$ cat src/bse_pkg.sv
// byte string escaper package: transfer types, character constants, hex helper
// no dependencies
package bse_pkg;

    localparam int CNT_W = 16;
    localparam int LEN_W = 3;

    localparam logic [7:0] CH_NUL    = 8'h00;
    localparam logic [7:0] CH_TAB    = 8'h09;
    localparam logic [7:0] CH_LF     = 8'h0A;
    localparam logic [7:0] CH_CR     = 8'h0D;
    localparam logic [7:0] CH_SPACE  = 8'h20;
    localparam logic [7:0] CH_DEL    = 8'h7F;
    localparam logic [7:0] CH_BSLASH = 8'h5C;
    localparam logic [7:0] CH_LOW_T  = 8'h74;
    localparam logic [7:0] CH_LOW_N  = 8'h6E;
    localparam logic [7:0] CH_LOW_R  = 8'h72;
    localparam logic [7:0] CH_LOW_X  = 8'h78;
    localparam logic [7:0] CH_EXCL   = 8'h21;
    localparam logic [7:0] CH_DQUOTE = 8'h22;
    localparam logic [7:0] CH_DOLLAR = 8'h24;
    localparam logic [7:0] CH_LPAREN = 8'h28;
    localparam logic [7:0] CH_RPAREN = 8'h29;
    localparam logic [7:0] CH_STAR   = 8'h2A;
    localparam logic [7:0] CH_PLUS   = 8'h2B;
    localparam logic [7:0] CH_DOT    = 8'h2E;
    localparam logic [7:0] CH_QMARK  = 8'h3F;
    localparam logic [7:0] CH_LBRACK = 8'h5B;
    localparam logic [7:0] CH_CARET  = 8'h5E;
    localparam logic [7:0] CH_LBRACE = 8'h7B;
    localparam logic [7:0] CH_PIPE   = 8'h7C;
    localparam logic [7:0] CH_ZERO   = 8'h30;
    localparam logic [7:0] CH_LOW_A  = 8'h61;

    localparam logic [CNT_W-1:0] CAP_RESET  = 16'd256;
    localparam logic [CNT_W:0]   HEAD_ROOM  = 17'd4;

    typedef struct packed {
        logic [7:0] in_byte;
        logic       last_byte;
    } t_in_item;

    typedef struct packed {
        logic [7:0]       out_char;
        logic             last_of_run;
        logic             is_terminator;
        logic [CNT_W-1:0] char_count;
    } t_out_item;

    typedef struct packed {
        logic [3:0][7:0]  chars;
        logic [LEN_W-1:0] len;
    } t_esc;

    function automatic logic [7:0] hex_digit(input logic [3:0] nib);
        logic [7:0] d;
        if (nib < 4'd10) begin
            d = CH_ZERO + {4'd0, nib};
        end else begin
            d = CH_LOW_A + {4'd0, nib} - 8'd10;
        end
        return d;
    endfunction

endpackage

$ cat src/bse_escape.sv
// escape decoder: maps one raw byte to its escaped character sequence
// depends on bse_pkg
module bse_escape (
    input  logic [7:0]    i_byte,
    output bse_pkg::t_esc o_esc
);
    import bse_pkg::*;

    always_comb begin
        o_esc.chars = '0;
        o_esc.len   = 3'd1;
        case (i_byte)
            CH_TAB: begin
                o_esc.chars[0] = CH_BSLASH;
                o_esc.chars[1] = CH_LOW_T;
                o_esc.len      = 3'd2;
            end
            CH_LF: begin
                o_esc.chars[0] = CH_BSLASH;
                o_esc.chars[1] = CH_LOW_N;
                o_esc.len      = 3'd2;
            end
            CH_CR: begin
                o_esc.chars[0] = CH_BSLASH;
                o_esc.chars[1] = CH_LOW_R;
                o_esc.len      = 3'd2;
            end
            CH_EXCL, CH_DQUOTE, CH_DOLLAR, CH_LPAREN, CH_RPAREN, CH_STAR, CH_PLUS,
            CH_DOT, CH_QMARK, CH_LBRACK, CH_BSLASH, CH_CARET, CH_LBRACE,
            CH_PIPE: begin
                o_esc.chars[0] = CH_BSLASH;
                o_esc.chars[1] = i_byte;
                o_esc.len      = 3'd2;
            end
            default: begin
                if (i_byte < CH_SPACE || i_byte >= CH_DEL) begin
                    // non-printable: hex form
                    o_esc.chars[0] = CH_BSLASH;
                    o_esc.chars[1] = CH_LOW_X;
                    o_esc.chars[2] = hex_digit(i_byte[7:4]);
                    o_esc.chars[3] = hex_digit(i_byte[3:0]);
                    o_esc.len      = 3'd4;
                end else begin
                    o_esc.chars[0] = i_byte;
                    o_esc.len      = 3'd1;
                end
            end
        endcase
    end

endmodule

$ cat src/byte_string_escaper_core.sv
// byte string escaper top level: combinational escape decode, expansion stage, output register
// depends on bse_pkg and bse_escape
// usage
//   input channel i_in_valid / o_in_ready carries one raw byte plus a last flag;
//   output channel o_out_valid / i_out_ready carries one escaped character per
//   transfer, then a NUL terminator item with the total count after a last byte
//   config: i_cfg_we writes i_cfg_wdata into the capacity register (reset 256),
//   write only while the block is idle
//   a byte is escaped only while count + 4 < capacity, otherwise it is dropped
// the first result item of a byte passes the expansion stage, then the output register
// throughput: one result item per cycle while the output is not stalled; a byte
//   occupies the expansion stage until its characters (1, 2 or 4, or none when
//   dropped) and, when it is last, the terminator have moved out one at a time
//   a dropped byte that is not last never enters the expansion stage
// the next byte is taken in the same cycle the previous byte's final item moves
//   to the output register, so bytes flow back to back
// reset: synchronous active low, clears the count, the stage and output valids,
//   capacity returns to 256
// stall: when i_out_ready is low the output item holds, the expansion stage
//   holds, and o_in_ready drops once the stage is occupied
module byte_string_escaper_core (
    input  logic                i_clk,
    input  logic                i_rst_n,
    input  logic                i_in_valid,
    output logic                o_in_ready,
    input  bse_pkg::t_in_item   i_in_item,
    output logic                o_out_valid,
    input  logic                i_out_ready,
    output bse_pkg::t_out_item  o_out_item,
    input  logic                i_cfg_we,
    input  logic [15:0]         i_cfg_wdata
);
    import bse_pkg::*;

    // configuration and running count
    logic [CNT_W-1:0] r_cap;
    logic [CNT_W-1:0] r_used, n_used;

    // expansion stage: escaped chars of the byte in flight
    logic             r_stg_vld, n_stg_vld;
    logic [3:0][7:0]  r_buf;
    logic [LEN_W-1:0] r_len, n_len;
    logic             r_term;
    logic [CNT_W-1:0] r_cnt, n_cnt;
    logic [LEN_W-1:0] r_idx, n_idx;

    // output register
    logic             r_out_vld, n_out_vld;
    t_out_item        r_out;

    t_esc             esc;
    logic             in_xfer;
    logic             fits;
    logic             out_load;
    logic [LEN_W-1:0] total;
    logic             stg_final;
    t_out_item        cur_item;

    bse_escape u_esc (
        .i_byte (i_in_item.in_byte),
        .o_esc  (esc)
    );

    // room check against remaining space, widened so +4 cannot wrap
    assign fits = ({1'b0, r_used} + HEAD_ROOM) < {1'b0, r_cap};
    assign n_len = fits ? esc.len : '0;
    assign n_cnt = r_used + {{(CNT_W-LEN_W){1'b0}}, n_len};

    // item selection from the expansion stage
    assign total     = r_len + {{(LEN_W-1){1'b0}}, r_term};
    assign stg_final = (r_idx == total - 3'd1);
    assign out_load  = r_stg_vld && (!r_out_vld || i_out_ready);

    always_comb begin
        cur_item.last_of_run = stg_final;
        if (r_idx < r_len) begin
            cur_item.out_char      = r_buf[r_idx[1:0]];
            cur_item.is_terminator = 1'b0;
            cur_item.char_count    = '0;
        end else begin
            cur_item.out_char      = CH_NUL;
            cur_item.is_terminator = 1'b1;
            cur_item.char_count    = r_cnt;
        end
    end

    // stage frees up as its final item moves out
    assign o_in_ready = !r_stg_vld || (out_load && stg_final);
    assign in_xfer    = i_in_valid && o_in_ready;

    always_comb begin
        n_used    = r_used;
        n_stg_vld = r_stg_vld;
        n_idx     = r_idx;
        n_out_vld = r_out_vld;
        if (out_load) begin
            n_out_vld = 1'b1;
            n_idx     = r_idx + 3'd1;
            if (stg_final) begin
                n_stg_vld = 1'b0;
            end
        end else if (i_out_ready) begin
            n_out_vld = 1'b0;
        end
        if (in_xfer) begin
            // dropped non-last byte makes no items and leaves the stage empty
            n_stg_vld = (n_len != '0) || i_in_item.last_byte;
            n_idx     = '0;
            n_used    = i_in_item.last_byte ? '0 : n_cnt;
        end
    end

    always_ff @(posedge i_clk) begin
        if (!i_rst_n) begin
            r_cap     <= CAP_RESET;
            r_used    <= '0;
            r_stg_vld <= 1'b0;
            r_idx     <= '0;
            r_out_vld <= 1'b0;
        end else begin
            if (i_cfg_we) begin
                r_cap <= i_cfg_wdata;
            end
            r_used    <= n_used;
            r_stg_vld <= n_stg_vld;
            r_idx     <= n_idx;
            r_out_vld <= n_out_vld;
        end
    end

    // payload registers
    always_ff @(posedge i_clk) begin
        if (in_xfer) begin
            r_buf  <= esc.chars;
            r_len  <= n_len;
            r_term <= i_in_item.last_byte;
            r_cnt  <= n_cnt;
        end
        if (out_load) begin
            r_out <= cur_item;
        end
    end

    assign o_out_valid = r_out_vld;
    assign o_out_item  = r_out;

endmodule

$ cat config.mk
export PLATFORM = sky130hd
export DESIGN_NAME = byte_string_escaper_core
export DESIGN_NICKNAME = d
export VERILOG_FILES = /design/src/bse_pkg.sv /design/src/bse_escape.sv /design/src/byte_string_escaper_core.sv
export SDC_FILE = /design/constraint.sdc
export NUM_CORES = 1
export LEC_CHECK = 0
export ABC_AREA = 1
export BUFFER_PORTS_ARGS = -buffer_cell sky130_fd_sc_hd__buf_4
export CORE_ASPECT_RATIO = 1.75
export CORE_MARGIN = 1.5
export CORE_UTILIZATION = 59
export DETAILED_ROUTE_END_ITERATION = 7
export PLACE_DENSITY_LB_ADDON = 0.08
export SLEW_MARGIN = 40
export SYNTH_ARGS = -nofsm -noshare
export SYNTH_HDL_FRONTEND = slang
export SYNTH_SLANG_ARGS = --single-unit
$ cat constraint.sdc
create_clock -name i_clk -period 4 [get_ports i_clk]
set_input_delay 0.4 -clock i_clk [delete_from_list [all_inputs] [get_ports i_clk]]
set_output_delay 0.4 -clock i_clk [all_outputs]
set_load 0.1 [all_outputs]
* Yosys cells after proc, flatten, opt, wreduce, memory -nomap -nowiden
Cells that the tools add are included.
** Storage, ports and cells
- Flip-flop bits (word level) :: 115
- Latch bits :: 0
- Bits in writable memories :: 0
- ROM bits :: 0
- Bits of input ports :: 30
- Memories :: 0
** Cells by class
- Add/subtract/negate cells :: 11
- Multipliers :: 0
- Div/mod/pow operators :: 0
- Magnitude comparators :: 7
- Equality and inequality tests :: 18
- Shift operators :: 0
- Muxes and demuxes :: 15
- Bitwise operators :: 2
- Reduce and logical (&&, ||, !) cells :: 17
** Operator list (number)
- 19-bit case mux with 4 select lines :: 1
- 8-bit by 6-bit == test with 1-bit output (second input constant) :: 9
- 8-bit by 7-bit == test with 1-bit output (second input constant) :: 5
- 8-bit by 4-bit == test with 1-bit output (second input constant) :: 3
- 8-bit 2-to-1 mux :: 3
- 18-bit OR reduction :: 1
- 16-bit by 3-bit adder with 17-bit output (second input constant) :: 1
- 17-bit by 16-bit < comparator with 1-bit output :: 1
- 17-bit 2-to-1 mux :: 1
- 16-bit by 3-bit adder with 16-bit output :: 1
- 7-bit by 4-bit adder with 8-bit output (first input constant) :: 2
- 8-bit binary-select mux with 2-bit select :: 1
- 16-bit 2-to-1 mux :: 1
- 8-bit by 4-bit subtractor with 8-bit output (second input constant) :: 2
- 6-bit by 4-bit adder with 7-bit output (first input constant) :: 2
- 14-bit OR reduction :: 1
- 11-bit 2-to-1 mux :: 1
- 8-bit by 7-bit greater-or-equal comparator with 1-bit output (second input constant) :: 1
- 4-bit < comparator (second input constant) :: 2
- 8-bit by 6-bit < comparator with 1-bit output (second input constant) :: 1
- 7-bit 2-to-1 mux :: 1
- 2-bit nonzero test :: 3
- 1-bit 2-to-1 mux :: 5
- 1-bit logical OR :: 4
- other kinds (13) :: 17

* Longest topological paths before layout
- Word-level depth :: 8
- Depth in mapped cells :: 25
- Depth with buffers taken out :: 25

* By module
From an unflattened synthesis, not the netlist that was laid out.
** Unflattened totals
- Cell total of the unflattened synthesis :: 659
- Area total of the unflattened synthesis :: 6050.8 µm²
** By module, submodules not included
- byte_string_escaper_core :: times used 1, cells an instance 523, area each 5208.7 µm², sequential area each 3083.0 µm²
- bse_escape :: times used 1, cells an instance 136, area each 842.1 µm², sequential area each 0.0 µm²

* Worst setup path after synthesis
Ideal clock, no wire load.
- Path type :: flip-flop to flip-flop
- Start :: reg r_out_vld, in the netlist o_out_valid
- End :: reg r_buf[0] in the netlist's numbering, enable pin
- Library setup time :: 407 ps
- Data arrival time :: 3214 ps
- Required time :: 3593 ps
- Slack :: 379 ps
- Cell stages (with the launch flop) :: 6
- Buffers on the path :: 0
- Clock period less this slack :: 3621 ps
- Cells stage by stage :: dfxtp_1 > a21oi_2 > nand4_1 > nand2_1 > nand2_2 > inv_1
** Between the ends
- Longest elaborated chain between the ends :: 6
** Ends and longest elaborated chain
- from (decl) :: line byte_string_escaper_core.sv:48 : logic r_out_vld, n_out_vld;
- from (signal assigned) :: line byte_string_escaper_core.sv:127 : r_out_vld <= n_out_vld;
- 1-bit zero test :: line byte_string_escaper_core.sv:72 : assign out_load = r_stg_vld && (!r_out_vld || i_out_ready);
- 1-bit logical OR :: line byte_string_escaper_core.sv:72
- 1-bit logical AND :: line byte_string_escaper_core.sv:72
- 1-bit logical AND :: line byte_string_escaper_core.sv:88 : assign o_in_ready = !r_stg_vld || (out_load && stg_final);
- 1-bit logical OR :: line byte_string_escaper_core.sv:88
- 1-bit logical AND :: line byte_string_escaper_core.sv:89 : assign in_xfer = i_in_valid && o_in_ready;
- named net in_xfer :: line byte_string_escaper_core.sv:52 : logic in_xfer;
- to (signal assigned) :: line byte_string_escaper_core.sv:134 : r_buf <= esc.chars;
- to (decl) :: line byte_string_escaper_core.sv:41 : logic [3:0][7:0] r_buf;
The timed path passes the listed nets, and every way through them passes these cells.
A chain may end at the register's enable or synchronous reset.

* Final worst setup path
- Start :: reg r_used[10]
- End :: reg r_used[14]
** Between the ends
- Longest elaborated chain between the ends :: 5
** Ends and longest elaborated chain
- from (decl) :: line byte_string_escaper_core.sv:37 : logic [CNT_W-1:0] r_used, n_used;
- from (signal assigned) :: line byte_string_escaper_core.sv:124 : r_used <= n_used;
- 16-bit by 3-bit adder with 17-bit output :: line byte_string_escaper_core.sv:65 : assign fits = ({1'b0, r_used} + HEAD_ROOM) < {1'b0, r_cap};
- 17-bit by 16-bit < comparator with 1-bit output :: line byte_string_escaper_core.sv:65
- 3-bit 2-to-1 mux :: line byte_string_escaper_core.sv:66 : assign n_len = fits ? esc.len : '0;
- named net n_len[0] :: line byte_string_escaper_core.sv:42 : logic [LEN_W-1:0] r_len, n_len;
- 16-bit by 3-bit adder with 16-bit output :: line byte_string_escaper_core.sv:67 : assign n_cnt = r_used + {{(CNT_W-LEN_W){1'b0}}, n_len};
- named net n_cnt[14] :: line byte_string_escaper_core.sv:44 : logic [CNT_W-1:0] r_cnt, n_cnt;
- 16-bit 2-to-1 mux :: line byte_string_escaper_core.sv:109 : n_used = i_in_item.last_byte ? '0 : n_cnt;
The timed path passes the listed nets, and every way through them passes these cells.

==> results_dict.tcl <==
set metrics [dict create \
    power_switching_mw 0.872 \
    cp-end-kind "register" \
    cts_max_level 4 \
    cts_made_buffers 17 \
    p_leak_nw 3.16 \
    crit_type "reg -> reg" \
    grt_overflow 0 \
    post-route-period-util_pct 92.1 \
    max_cap_viol_count 0 \
    clockBufferDepth 2 \
    power_frac_comb_pct 13.3 \
    tns_ns 0 \
    max_slew_margin_pct 50.6 \
    gp_congestion 0.939 \
    cp_data_required_time_ns 4.35 \
    drive_gt1_share_pct 18.3 \
    seqCellArea_sq_mm 0.00303 \
    clock_latency_ns 0.41 \
    irDropWorstVdd_mv 0.384 \
    setup_viol 0 \
    ys_async_sr_fraction_pct 0 \
    root_buffer "clkbuf_16" \
    avgRoutedWirePerCell_um 14.7 \
    clkTransAtPathRegs_ns 0.05 \
    arrival_ns 4.03 \
    hp-class "in -> reg" \
    hpwlAfterDp_um 8730 \
    pin_count 58 \
    fillers 721 \
    start_util_pct 61.2 \
    cellPowerDensity_mw_per_mm2 464 \
    dieArea_sq_mm 0.0105 \
    drtIter0Drc 208 \
    cp_max_fo 5 \
    track_usage_pct 25.4 \
    startpoint_type "register" \
    row_count 47 \
    fin_worst_skew_ns 0.0101 \
    syn_to_final_growth_pct 19.8 \
    status "finished, final reports clean" \
    final_area_sq_mm 0.00699 \
    yosys.area.top_type "edfxtp_1" \
    post_dp_cell_area_sq_mm 0.00637 \
    pwr-share-clk_pct 45.0 \
    grt_pass1_vias 4437 \
    yosysTopAreaCellShare_pct 39.1 \
    yosys_warnings 0 \
    multi_input_area_sq_mm 0.00239 \
    first_pass_iters 5 \
    fmax_ghz 0.271 \
    finalWorstSetupSlack_ns 0.316 \
    synth_commonest_cells "nand2_1, inv_1, nor2_1" \
    antenna_left 0 \
    antenna_found_initial 0 \
    synth-seq-cells 113 \
    yosysSeqAreaShare_pct 51.8 \
    numClockSinks 113 \
    netlist_instances 646 \
    nNetsFinal 775 \
    coreArea_sq_mm 0.00953 \
    tightest_slew_ns 0.740 \
    p_seq_share_pct 41.7 \
    hold_buffers 0 \
    swShare_pct 26.9 \
    drt_wl_total_um 12400 \
    synthDistinctLibCells 38 \
    power.total_mw 3.24 \
    synth_most_common_cell "nand2_1" \
    portBuffers 57 \
    finalMaxSlewViolations 0 \
    postSynthAreaPerCell_sq_um 9.03 \
    fp.dieW_um 78.1 \
    via_per_inst 5.37 \
    grt_max_degree 35 \
    synth_area_leaders "edfxtp_1, dfxtp_1, ha_1" \
    synth_top_flop_cell "edfxtp_1" \
    cellInternalPower_mw 2.37 \
    synth_edf_count 76 \
    rsz0062_at_grt "no" \
    cts_tree "done" \
    grt_pass1_wl_um 20500 \
    drc 0 \
    holdWs_ns 0.209 \
    antenna_cells 0 \
    pre_cts_ws_ns 0.144 \
    layout_min_cycle_time_ns 3.68 \
    synth_area_sq_mm 0.00583 \
    vias 4536 \
    finalHoldViolCount 0 \
    fp.dieH_um 135 \
]
[power by group through the flow]
stage	combinational [mW]	sequential (mW)	clock, mW
finish	0.430	1.35	1.46
global route	0.465	1.36	1.53
CTS	0.431	1.35	1.48
detailed placement	0.425	1.38	0
global placement	0.419	1.37	0
floorplan	0.179	1.51	0
[area by class of cell]
type | count | area share (%)
clock inverter | 12 | 1.92
tap | 122 | 2.19
clock buffer | 20 | 6.39
inverter | 93 | 5.00
sequential | 113 | 43.4
timing repair buffer | 64 | 6.88
multi-input combinational | 421 | 34.2
[final timing paths]
kind	cells after the start	start	to	slack, ns
max reg2reg	22	r_used[10]$_SDFFE_PN0P_	r_used[14]$_SDFFE_PN0P_	0.32
max	22	r_used[10]$_SDFFE_PN0P_	r_used[14]$_SDFFE_PN0P_	0.32
min reg2reg	2	r_cap[10]$_SDFFE_PN0P_	r_cap[10]$_SDFFE_PN0P_	0.46
min	1	i_in_item[0]	r_term$_DFFE_PP_	0.21
[metrics by stage]
stage                     instances  util (%)
after CTS                       844      72.9
after detailed placement        812      66.9
after global routing            845      73.3
after floorplan                 647         -
final                           845      73.3
after global placement          812      66.8
[placed cells by master, fill, tap and decap left out, drive strengths merged, types with 21 or more instances in the layout]
cell type  Yosys  layout
ha            34      34
inv           93      94
edfxtp        76      76
nand2        101     101
buf            9      64
o21ai         33      33
dfxtp         37      37
xor2          21      21
nand3         43      43
nor2          95      95
a21oi         47      47
[critical path, stage by stage, from the launching register on]
cell	delay, ns
dfxtp_2	0.41
nand2_1	0.11
nor2_4	0.15
nand4_1	0.16
nor2_1	0.19
xor2_1	0.22
ha_1	0.27
nand2_1	0.06
nand2_1	0.05
a21oi_1	0.17
nand2_1	0.08
nor2_1	0.10
nand2_1	0.13
nor2_1	0.17
ha_1	0.22
fa_1	0.24
nand3_1	0.10
nand2_2	0.11
nand3_1	0.12
nor2_1	0.18
xor2_1	0.21
nand3_1	0.10
nand2_1	0.08
[kinds of logic (layout without fill, tap and decap cells)]
kind of cell	count (synthesis)	in the layout	synth area share, %
AOI/OAI and AO/OA	84	84	7.45
xor gates and xnor gates	28	28	4.21
adders and majority gates	35	35	7.64
buffers and inverters	113	189	7.60
DFF	113	113	51.8
other	1	2	0.0643
and+or+nand+nor	272	272	21.2
[sequential cells by signal (all words and copies together) (netlist names)]
name / count
r_buf: 30
r_stg_vld: 1
r_term: 1
o_out_item: 26
r_len: 3
r_used: 16
o_out_valid: 1
r_idx: 3
r_cap: 16
r_cnt: 16
[what timing repair did]
item	CTS	global route
resized for setup	0	13
endpoints found under the hold margin	0	0
endpoints found under the setup margin	0	20
setup buffers	0	1
[metal layers]
metal | vias to the layer above | GRT usage (%) | share of wire (%)
met1 | 2100 | 27.5 | 39
met3 | 27 | 5.34 | 4.4
li1 | 2250 | - | -
met4 | 0 | 11.7 | 2.7
met2 | 159 | 46.5 | 54
met5 | - | 0 | 0
(Power assumes the default switching activity.)
